<file path="config.mk">
export PLATFORM = sky130hd
export DESIGN_NAME = keypad_code_lock_controller_unit
export DESIGN_NICKNAME = d
export VERILOG_FILES = /design/src/hw/rtl/kcl_pkg.sv /design/src/hw/rtl/keypad_code_lock_controller_unit.sv /design/src/hw/rtl/kcl_in_reg.sv /design/src/hw/rtl/kcl_core.sv
export SDC_FILE = /design/constraint.sdc
export NUM_CORES = 1
export LEC_CHECK = 0
export ABC_AREA = 1
export BUFFER_PORTS_ARGS = -buffer_cell sky130_fd_sc_hd__buf_2
export CORE_MARGIN = 3
export CORE_UTILIZATION = 61
export DETAILED_ROUTE_END_ITERATION = 16
export MAX_ROUTING_LAYER = met4
export PLACE_DENSITY = 0.78
export SLEW_MARGIN = 0
export SYNTH_ARGS = -nofsm -noshare
export SYNTH_HDL_FRONTEND = slang
export SYNTH_SLANG_ARGS = --single-unit
</file>
<file path="constraint.sdc">
create_clock -name clk -period 3.6 [get_ports clk]
set_clock_uncertainty 0.15 [all_clocks]
set_input_delay 0.54 -clock clk [delete_from_list [all_inputs] [get_ports clk]]
set_output_delay 0.54 -clock clk [all_outputs]
set_load 0.05 [all_outputs]
</file>
<file path="src/hw/rtl/kcl_pkg.sv">
// Package: shared types, codes and sizes of the keypad code-lock controller.
`default_nettype none

package kcl_pkg;

  localparam int CODE_DIGITS = 4;
  localparam int CNT_W       = $clog2(CODE_DIGITS + 1);
  localparam int IDX_W       = (CODE_DIGITS > 1) ? $clog2(CODE_DIGITS) : 1;
  localparam int WIN_W       = 6;

  localparam logic [WIN_W-1:0] WINDOW_RESET = 6'd51;
  localparam logic [3:0]       DIGIT_MAX    = 4'd9;
  localparam logic [3:0]       CODE_RESET   = 4'd1;

  // event codes
  localparam logic [2:0] OP_POLL   = 3'd0;
  localparam logic [2:0] OP_KEY    = 3'd1;
  localparam logic [2:0] OP_ZONE1  = 3'd2;
  localparam logic [2:0] OP_ZONE2  = 3'd3;
  localparam logic [2:0] OP_CHANGE = 3'd4;

  localparam logic [1:0] ZONE_NONE = 2'd0;
  localparam logic [1:0] ZONE_ONE  = 2'd1;
  localparam logic [1:0] ZONE_TWO  = 2'd2;

  typedef enum logic [2:0] {
    MODE_IDLE    = 3'd0,
    MODE_ENTRY   = 3'd1,
    MODE_OLD     = 3'd2,
    MODE_NEW     = 3'd3,
    MODE_CONFIRM = 3'd4
  } mode_t;

  typedef enum logic [3:0] {
    ST_NONE     = 4'd0,
    ST_ALARM    = 4'd1,
    ST_DIGIT    = 4'd2,
    ST_WRONG    = 4'd3,
    ST_ACCEPT   = 4'd4,
    ST_TIMEOUT  = 4'd5,
    ST_OLD_OK   = 4'd6,
    ST_CONF_ASK = 4'd7,
    ST_STORED   = 4'd8,
    ST_MISMATCH = 4'd9,
    ST_REFUSED  = 4'd10
  } status_t;

  typedef logic [CODE_DIGITS-1:0][3:0] code_t;

  typedef struct packed {
    logic [2:0] opcode;
    logic [3:0] key_value;
  } in_item_t;

  typedef struct packed {
    logic [3:0] status;
    logic [1:0] zone;
    logic [2:0] digit_position;
    logic [2:0] mode;
  } out_item_t;

  // handshake between the input register and the step logic
  typedef struct packed {
    logic valid;
    logic step;
  } step_ctrl_t;

endpackage

`default_nettype wire

</file>
<file path="src/hw/rtl/keypad_code_lock_controller_unit.sv">
// Top level of the keypad code-lock controller: channels, result register, wiring.
`default_nettype none

// Keypad code-lock controller for an intruder alarm. Each input transaction
// is one event (poll tick, key press, intrusion on zone 1 or 2, or a code
// change request) and yields exactly one result transaction carrying the
// status code plus the zone, digit position and mode after the event. An
// intrusion while idle opens an entry session that collects four digits and
// compares them digit by digit with the stored code (star, hash and other
// non-digit keys never match); polls and keys in the session count toward
// the entry window held in the cfg_ register, and reaching it raises a
// timeout. A change request while idle walks through old code, new code and
// confirmation, and stores the new code only when both entries match.
// Timing: one transaction per clock sustained while out_ready stays high.
// An accepted transaction sits in the input register, the step logic
// updates the lock state in a single pass, and the result is loaded into
// the output register when the step is taken. While a result waits with
// out_ready low, the result register and the input register hold, and
// in_ready drops once the input register is full; the input side keeps
// accepting whenever the result register is empty or drains. The cfg_ port
// is always ready; write it only while no transaction is in flight.

module keypad_code_lock_controller_unit (
  input  wire logic                          clk,
  input  wire logic                          rst_n,
  input  wire logic                          in_valid,
  output logic                               in_ready,
  input  wire kcl_pkg::in_item_t             in_data,
  output logic                               out_valid,
  input  wire logic                          out_ready,
  output kcl_pkg::out_item_t                 out_data,
  input  wire logic                          cfg_valid,
  output logic                               cfg_ready,
  input  wire logic [kcl_pkg::WIN_W-1:0]     cfg_data
);

  kcl_pkg::step_ctrl_t ctrl;
  kcl_pkg::in_item_t   item;
  kcl_pkg::out_item_t  result;
  kcl_pkg::out_item_t  out_data_r;
  logic                out_valid_r;
  logic                out_valid_nxt;
  logic                step;

  // advance a held transaction whenever the result register is free or draining
  assign step = ctrl.valid && (!out_valid_r || out_ready);

  kcl_in_reg u_in_reg (
    .clk      (clk),
    .rst_n    (rst_n),
    .in_valid (in_valid),
    .in_ready (in_ready),
    .in_data  (in_data),
    .step     (step),
    .ctrl     (ctrl),
    .item     (item)
  );

  kcl_core u_core (
    .clk        (clk),
    .rst_n      (rst_n),
    .ctrl       (ctrl),
    .item       (item),
    .cfg_we     (cfg_valid && cfg_ready),
    .cfg_window (cfg_data),
    .result     (result)
  );

  assign cfg_ready = 1'b1;

  // hold the result until taken; load a fresh one on every step
  assign out_valid_nxt = step ? 1'b1 : (out_ready ? 1'b0 : out_valid_r);

  always_ff @(posedge clk) begin
    if (!rst_n) begin
      out_valid_r <= 1'b0;
    end else begin
      out_valid_r <= out_valid_nxt;
    end
  end

  always_ff @(posedge clk) begin
    if (step) begin
      out_data_r <= result;
    end
  end

  assign out_valid = out_valid_r;
  assign out_data  = out_data_r;

endmodule

`default_nettype wire

</file>
<file path="src/hw/rtl/kcl_in_reg.sv">
// Input register: holds one accepted transaction until the step logic takes it.
`default_nettype none

module kcl_in_reg (
  input  wire logic              clk,
  input  wire logic              rst_n,
  input  wire logic              in_valid,
  output logic                   in_ready,
  input  wire kcl_pkg::in_item_t in_data,
  input  wire logic              step,
  output kcl_pkg::step_ctrl_t    ctrl,
  output kcl_pkg::in_item_t      item
);

  logic              valid_r;
  logic              valid_nxt;
  kcl_pkg::in_item_t item_r;

  assign in_ready  = !valid_r || step;
  assign valid_nxt = (in_valid && in_ready) ? 1'b1 : (step ? 1'b0 : valid_r);

  always_ff @(posedge clk) begin
    if (!rst_n) begin
      valid_r <= 1'b0;
    end else begin
      valid_r <= valid_nxt;
    end
  end

  always_ff @(posedge clk) begin
    if (in_valid && in_ready) begin
      item_r <= in_data;
    end
  end

  assign ctrl.valid = valid_r;
  assign ctrl.step  = step;
  assign item       = item_r;

endmodule

`default_nettype wire

</file>
<file path="src/hw/rtl/kcl_core.sv">
// Step logic: lock state, code buffers and the per-event update.
`default_nettype none

module kcl_core (
  input  wire logic                               clk,
  input  wire logic                               rst_n,
  input  wire kcl_pkg::step_ctrl_t                ctrl,
  input  wire kcl_pkg::in_item_t                  item,
  input  wire logic                               cfg_we,
  input  wire logic [kcl_pkg::WIN_W-1:0]          cfg_window,
  output kcl_pkg::out_item_t                      result
);

  function automatic logic codes_match(kcl_pkg::code_t a, kcl_pkg::code_t b);
    logic ok;
    ok = 1'b1;
    for (int k = 0; k < kcl_pkg::CODE_DIGITS; k++) begin
      if ((a[k] > kcl_pkg::DIGIT_MAX) || (a[k] != b[k])) ok = 1'b0;
    end
    return ok;
  endfunction

  kcl_pkg::mode_t               mode_r, mode_nxt;
  logic [kcl_pkg::CNT_W-1:0]    cnt_r, cnt_nxt, cnt_inc;
  logic [kcl_pkg::WIN_W-1:0]    poll_r, poll_nxt, poll_inc;
  logic [kcl_pkg::WIN_W-1:0]    window_r;
  logic [1:0]                   zone_r, zone_nxt;
  kcl_pkg::code_t               ent_r, ent_nxt, ent_ins;
  kcl_pkg::code_t               pend_r, pend_nxt, pend_ins;
  kcl_pkg::code_t               stored_r, stored_nxt;
  kcl_pkg::status_t             status;
  logic [kcl_pkg::IDX_W-1:0]    idx;
  logic                         complete;
  logic                         timeout;
  logic                         entry_match;
  logic                         confirm_match;
  logic                         idle_go;

  assign idx      = cnt_r[kcl_pkg::IDX_W-1:0];
  assign cnt_inc  = cnt_r + 1'b1;
  assign complete = (cnt_inc >= kcl_pkg::CNT_W'(kcl_pkg::CODE_DIGITS));
  assign poll_inc = poll_r + 1'b1;
  assign timeout  = (poll_inc >= window_r);

  always_comb begin
    ent_ins       = ent_r;
    ent_ins[idx]  = item.key_value;
    pend_ins      = pend_r;
    pend_ins[idx] = item.key_value;
  end

  assign entry_match   = codes_match(ent_ins, stored_r);
  assign confirm_match = codes_match(pend_r, ent_ins);

  always_comb begin
    mode_nxt   = mode_r;
    cnt_nxt    = cnt_r;
    poll_nxt   = poll_r;
    zone_nxt   = zone_r;
    ent_nxt    = ent_r;
    pend_nxt   = pend_r;
    stored_nxt = stored_r;
    status     = kcl_pkg::ST_NONE;
    idle_go    = 1'b0;

    unique case (item.opcode)
      kcl_pkg::OP_POLL: begin
        if (mode_r == kcl_pkg::MODE_ENTRY) begin
          poll_nxt = poll_inc;
          if (timeout) begin
            status  = kcl_pkg::ST_TIMEOUT;
            idle_go = 1'b1;
          end
        end
      end
      kcl_pkg::OP_KEY: begin
        unique case (mode_r)
          kcl_pkg::MODE_ENTRY: begin
            poll_nxt = poll_inc;
            ent_nxt  = ent_ins;
            if (complete) begin
              cnt_nxt = '0;
              if (entry_match) begin
                status  = kcl_pkg::ST_ACCEPT;
                idle_go = 1'b1;
              end else begin
                status = kcl_pkg::ST_WRONG;
              end
            end else begin
              cnt_nxt = cnt_inc;
              status  = kcl_pkg::ST_DIGIT;
            end
            // the window overrides everything but an accepted code
            if (!(complete && entry_match) && timeout) begin
              status  = kcl_pkg::ST_TIMEOUT;
              idle_go = 1'b1;
            end
          end
          kcl_pkg::MODE_OLD: begin
            ent_nxt = ent_ins;
            if (complete) begin
              cnt_nxt = '0;
              if (entry_match) begin
                status   = kcl_pkg::ST_OLD_OK;
                mode_nxt = kcl_pkg::MODE_NEW;
              end else begin
                status  = kcl_pkg::ST_WRONG;
                idle_go = 1'b1;
              end
            end else begin
              cnt_nxt = cnt_inc;
              status  = kcl_pkg::ST_DIGIT;
            end
          end
          kcl_pkg::MODE_NEW: begin
            pend_nxt = pend_ins;
            if (complete) begin
              cnt_nxt  = '0;
              status   = kcl_pkg::ST_CONF_ASK;
              mode_nxt = kcl_pkg::MODE_CONFIRM;
            end else begin
              cnt_nxt = cnt_inc;
              status  = kcl_pkg::ST_DIGIT;
            end
          end
          kcl_pkg::MODE_CONFIRM: begin
            ent_nxt = ent_ins;
            if (complete) begin
              if (confirm_match) begin
                stored_nxt = pend_r;
                status     = kcl_pkg::ST_STORED;
              end else begin
                status = kcl_pkg::ST_MISMATCH;
              end
              idle_go = 1'b1;
            end else begin
              cnt_nxt = cnt_inc;
              status  = kcl_pkg::ST_DIGIT;
            end
          end
          default: begin
          end
        endcase
      end
      kcl_pkg::OP_ZONE1, kcl_pkg::OP_ZONE2: begin
        if (mode_r == kcl_pkg::MODE_IDLE) begin
          mode_nxt = kcl_pkg::MODE_ENTRY;
          zone_nxt = (item.opcode == kcl_pkg::OP_ZONE1) ? kcl_pkg::ZONE_ONE
                                                        : kcl_pkg::ZONE_TWO;
          cnt_nxt  = '0;
          poll_nxt = '0;
          status   = kcl_pkg::ST_ALARM;
        end
      end
      kcl_pkg::OP_CHANGE: begin
        if (mode_r == kcl_pkg::MODE_IDLE) begin
          mode_nxt = kcl_pkg::MODE_OLD;
          cnt_nxt  = '0;
        end else begin
          status = kcl_pkg::ST_REFUSED;
        end
      end
      default: begin
      end
    endcase

    if (idle_go) begin
      mode_nxt = kcl_pkg::MODE_IDLE;
      cnt_nxt  = '0;
      poll_nxt = '0;
      zone_nxt = kcl_pkg::ZONE_NONE;
    end
  end

  assign result.status         = status;
  assign result.zone           = zone_nxt;
  assign result.digit_position = 3'(cnt_nxt);
  assign result.mode           = mode_nxt;

  always_ff @(posedge clk) begin
    if (!rst_n) begin
      mode_r <= kcl_pkg::MODE_IDLE;
    end else if (ctrl.step) begin
      mode_r <= mode_nxt;
    end
  end

  always_ff @(posedge clk) begin
    if (!rst_n) begin
      cnt_r    <= '0;
      poll_r   <= '0;
      zone_r   <= kcl_pkg::ZONE_NONE;
      ent_r    <= '0;
      pend_r   <= '0;
      stored_r <= {kcl_pkg::CODE_DIGITS{kcl_pkg::CODE_RESET}};
    end else if (ctrl.step) begin
      cnt_r    <= cnt_nxt;
      poll_r   <= poll_nxt;
      zone_r   <= zone_nxt;
      ent_r    <= ent_nxt;
      pend_r   <= pend_nxt;
      stored_r <= stored_nxt;
    end
  end

  always_ff @(posedge clk) begin
    if (!rst_n) begin
      window_r <= kcl_pkg::WINDOW_RESET;
    end else if (cfg_we) begin
      window_r <= cfg_window;
    end
  end

  // a step only ever happens on a held transaction
  a_step_needs_valid: assert property (@(posedge clk) disable iff (!rst_n)
    ctrl.step |-> ctrl.valid)
    else $error("step taken without a held transaction");

  a_count_range: assert property (@(posedge clk) disable iff (!rst_n)
    cnt_r < kcl_pkg::CNT_W'(kcl_pkg::CODE_DIGITS))
    else $error("digit count out of range");

  a_zone_only_in_entry: assert property (@(posedge clk) disable iff (!rst_n)
    (mode_r == kcl_pkg::MODE_ENTRY) == (zone_r != kcl_pkg::ZONE_NONE))
    else $error("zone and entry mode disagree");

  a_poll_only_in_entry: assert property (@(posedge clk) disable iff (!rst_n)
    (mode_r != kcl_pkg::MODE_ENTRY) |-> (poll_r == '0))
    else $error("poll counter running outside entry");

  a_store_from_confirm: assert property (@(posedge clk) disable iff (!rst_n)
    !$stable(stored_r) |-> ($past(mode_r) == kcl_pkg::MODE_CONFIRM))
    else $error("stored code changed outside confirmation");

endmodule

`default_nettype wire
</file>
==> flow_summary.ini <==
[outcome]
status = finished, final reports clean

[min_path]
min_to = u_in_reg.item[3]
min_delay_path_depth = 1
hp-start = in_data[3]
hp-class = in2reg

[route]
vias = 4451
drc_errors = 0
drtIter0Drc = 356
via_per_inst = 5.52
routed_wl_mm = 11.1
avgRoutedWirePerCell_um = 13.7
ant_nets = 0
first_pass_iters = 5

[layout]
area_growth_pct = 8.12
fin_util = 0.682
mostFrequentLayoutCells = nand2_1, inv_1, dfxtp_1
drive_gt1_frac = 0.139
final_area_um2 = 5300
fin_nets = 734
layout_commonest_cell = nand2_1
antenna_cells = 0

[critical_path]
cp_max_fo = 9
critical_path_required_ps = 3740
worstPathArrival_ps = 3280
end_kind = flop
reg2reg_slack_ps = 460
start_kind = flop
r2r_start = u_core.poll_r[0]
path_class = reg2reg
reg2reg_depth = 16
reg2reg_to = u_core.mode_r[2]

[clocking]
cts_tree = yes
cts_buffers = 9
cts_resized = 0
cts_root_buf = clkbuf_8
cts_setup_buffers = 0
cts_max_path_buffers = 2
hold_buffers = 0
clock_latency_ps = 360
cts-htree-levels = 3
clkTransAtPathRegs_ps = 90
cts_sinks = 89

[floorplanning]
die-width_um = 95.6
initial_core_util = 0.631
dieHeight_um = 95.6
rows = 32
ios = 33
dieArea_um2 = 9150
fp.coreArea_um2 = 7770

[yosys]
synth.mux.area_fraction = 0
synth_xor_area_frac = 0.0107
synth_adder_area_share = 0.0383
ys.flop_type = dfxtp_1
yosys_warnings = 0
synth_nets = 709
synth_edf_count = 19
synth_top_family_by_area = simple AND/OR/NAND/NOR gates
synthArstFlopShare = 0
avgSynthCellArea_um2 = 7.25
netlist_instances = 676
netlist_area_um2 = 4900
synth_compound_area_frac = 0.184
seq_area_frac_synth = 0.402
ys_types = 42
ys_ff_latch = 89
synthSimpleGateAreaFrac = 0.256

[power_and_ir_drop]
ir_worst_vdd_uv = 253
p_per_area_nw_per_um2 = 390
p_leak_uw = 0.00240

[sta]
rsz0062_at_grt = no
period_minus_slack_ps = 3140
layout_setup_ws_ps = 458
relSlewSlack = 0.402
finalSetupViolCount = 0
final.setup.tns_ps = 0
drv_slew = 0
tightest_slew_ps = 890
finalHoldViolCount = 0
max_freq_mhz = 318
finalCritPeriodShare = 0.873

[global_routing]
grt_max_degree = 55
grt_overflow_total = 0
track_usage = 0.265
grt_pass1_vias = 4052
antenna_found_initial = 0
grt_pass1_wl_mm = 18.6

[run]
maxCapViolations = 0

[placement]
dp.final_hpwl_mm = 8.06
dp_slack_ps = 482
globalplace.congestion = 0.978
io_buffers = 31
post_dp_cell_area_um2 = 5100
-- worst max-delay path by stage --
stage               cells after the start             start          endpoint
finish                                 16  u_core.poll_r[0]  u_core.mode_r[2]
global route                           18  u_core.poll_r[0]  u_core.mode_r[2]
CTS                                    16  u_core.poll_r[0]  u_core.mode_r[2]
detailed placement                     18  u_core.poll_r[0]  u_core.mode_r[2]
global placement                       18  u_core.poll_r[0]   u_core.cnt_r[0]
floorplan                              18  u_core.poll_r[0]  u_core.mode_r[2]
-- flip-flops by register name, summed over array words and instances (netlist names) --
name and flops:
u_core.poll_r 6, u_core.zone_r 2, u_core.cnt_r 3, u_in_reg.valid_r 1, out_data 12, u_core.window_r 6, u_core.stored_r 16, out_valid 1
u_core.mode_r 3, u_core.pend_r 16, u_in_reg.item 7, u_core.ent_r 16
-- synthesized netlist by cell type, types with 3 or more instances --
master,instances,area (µm²)
nor2_1,52,195
ha_1,15,188
a211oi_1,7,52.6
inv_2,6,22.5
nand2_1,152,571
nand4_1,4,25.0
o21ai_0,55,275
buf_4,5,37.5
o211ai_1,8,60.1
nand3_1,30,150
dfxtp_1,70,1400
clkbuf_1,10,37.5
nand3_2,6,60.1
nand2_2,15,93.8
a21oi_1,57,285
nor3_1,3,15.0
o21ai_1,7,35.0
xor2_1,5,43.8
o22ai_1,8,50.1
inv_1,99,372
nand3b_1,4,30.0
a21oi_2,6,52.6
buf_2,6,30.0
edfxtp_1,19,571
nor2_2,6,37.5
-- metrics by stage --
stage	hold WS, ps	cells	total power, µW
after floorplan	276	676	1340
after global placement	292	792	1400
after detailed placement	297	792	1400
after CTS	191	807	2070
after global routing	188	807	2170
final	198	807	2070
-- routing by layer --
layer	share of wire	GRT usage
met1	0.47	0.364
met2	0.45	0.401
met3	0.061	0.0355
met4	0.022	0.0948
met5	0	-
-- where the power goes --
part | internal, µW | switching (µW) | leakage [µW]
clock | 332 | 349 | 0.000100
sequential | 1050 | 25.4 | 0.000750
combinational | 96.2 | 214 | 0.00155
total | 1480 | 588 | 0.00240
-- critical path: stages (launching register included) --
cell and delay (ps):
dfxtp_1 450, nand3_1 160, nand3b_1 210, xor2_1 210
inv_1 70, ha_1 290, nand2_1 100, nor2_1 50
o21ai_0 60, o211ai_1 100, a21oi_1 240, inv_1 90
nand3_1 270, inv_1 140, a21oi_4 220, o21ai_1 120
a21oi_1 130
-- cell type report --
| class | count | area (µm²) |
|---|---|---|
| sequential | 89 | 1970 |
| multi-input combinational | 458 | 2400 |
| tap | 102 | 128 |
| clock inverter | 3 | 21.3 |
| timing repair buffer | 37 | 200 |
| clock buffer | 12 | 178 |
| fill | 692 | 2470 |
| inverter | 106 | 399 |
-- cells by family (layout without fill, tap and decap cells) --
kind of cell,count (synthesis),in the layout
and+or+nand+nor,279,279
AOI/OAI and AO/OA,157,157
buffers and inverters,129,158
DFF,89,89
adders and majority gates,15,15
xor gates and xnor gates,6,6
other,1,1
No activity file was read; power rests on OpenSTA's default activity.
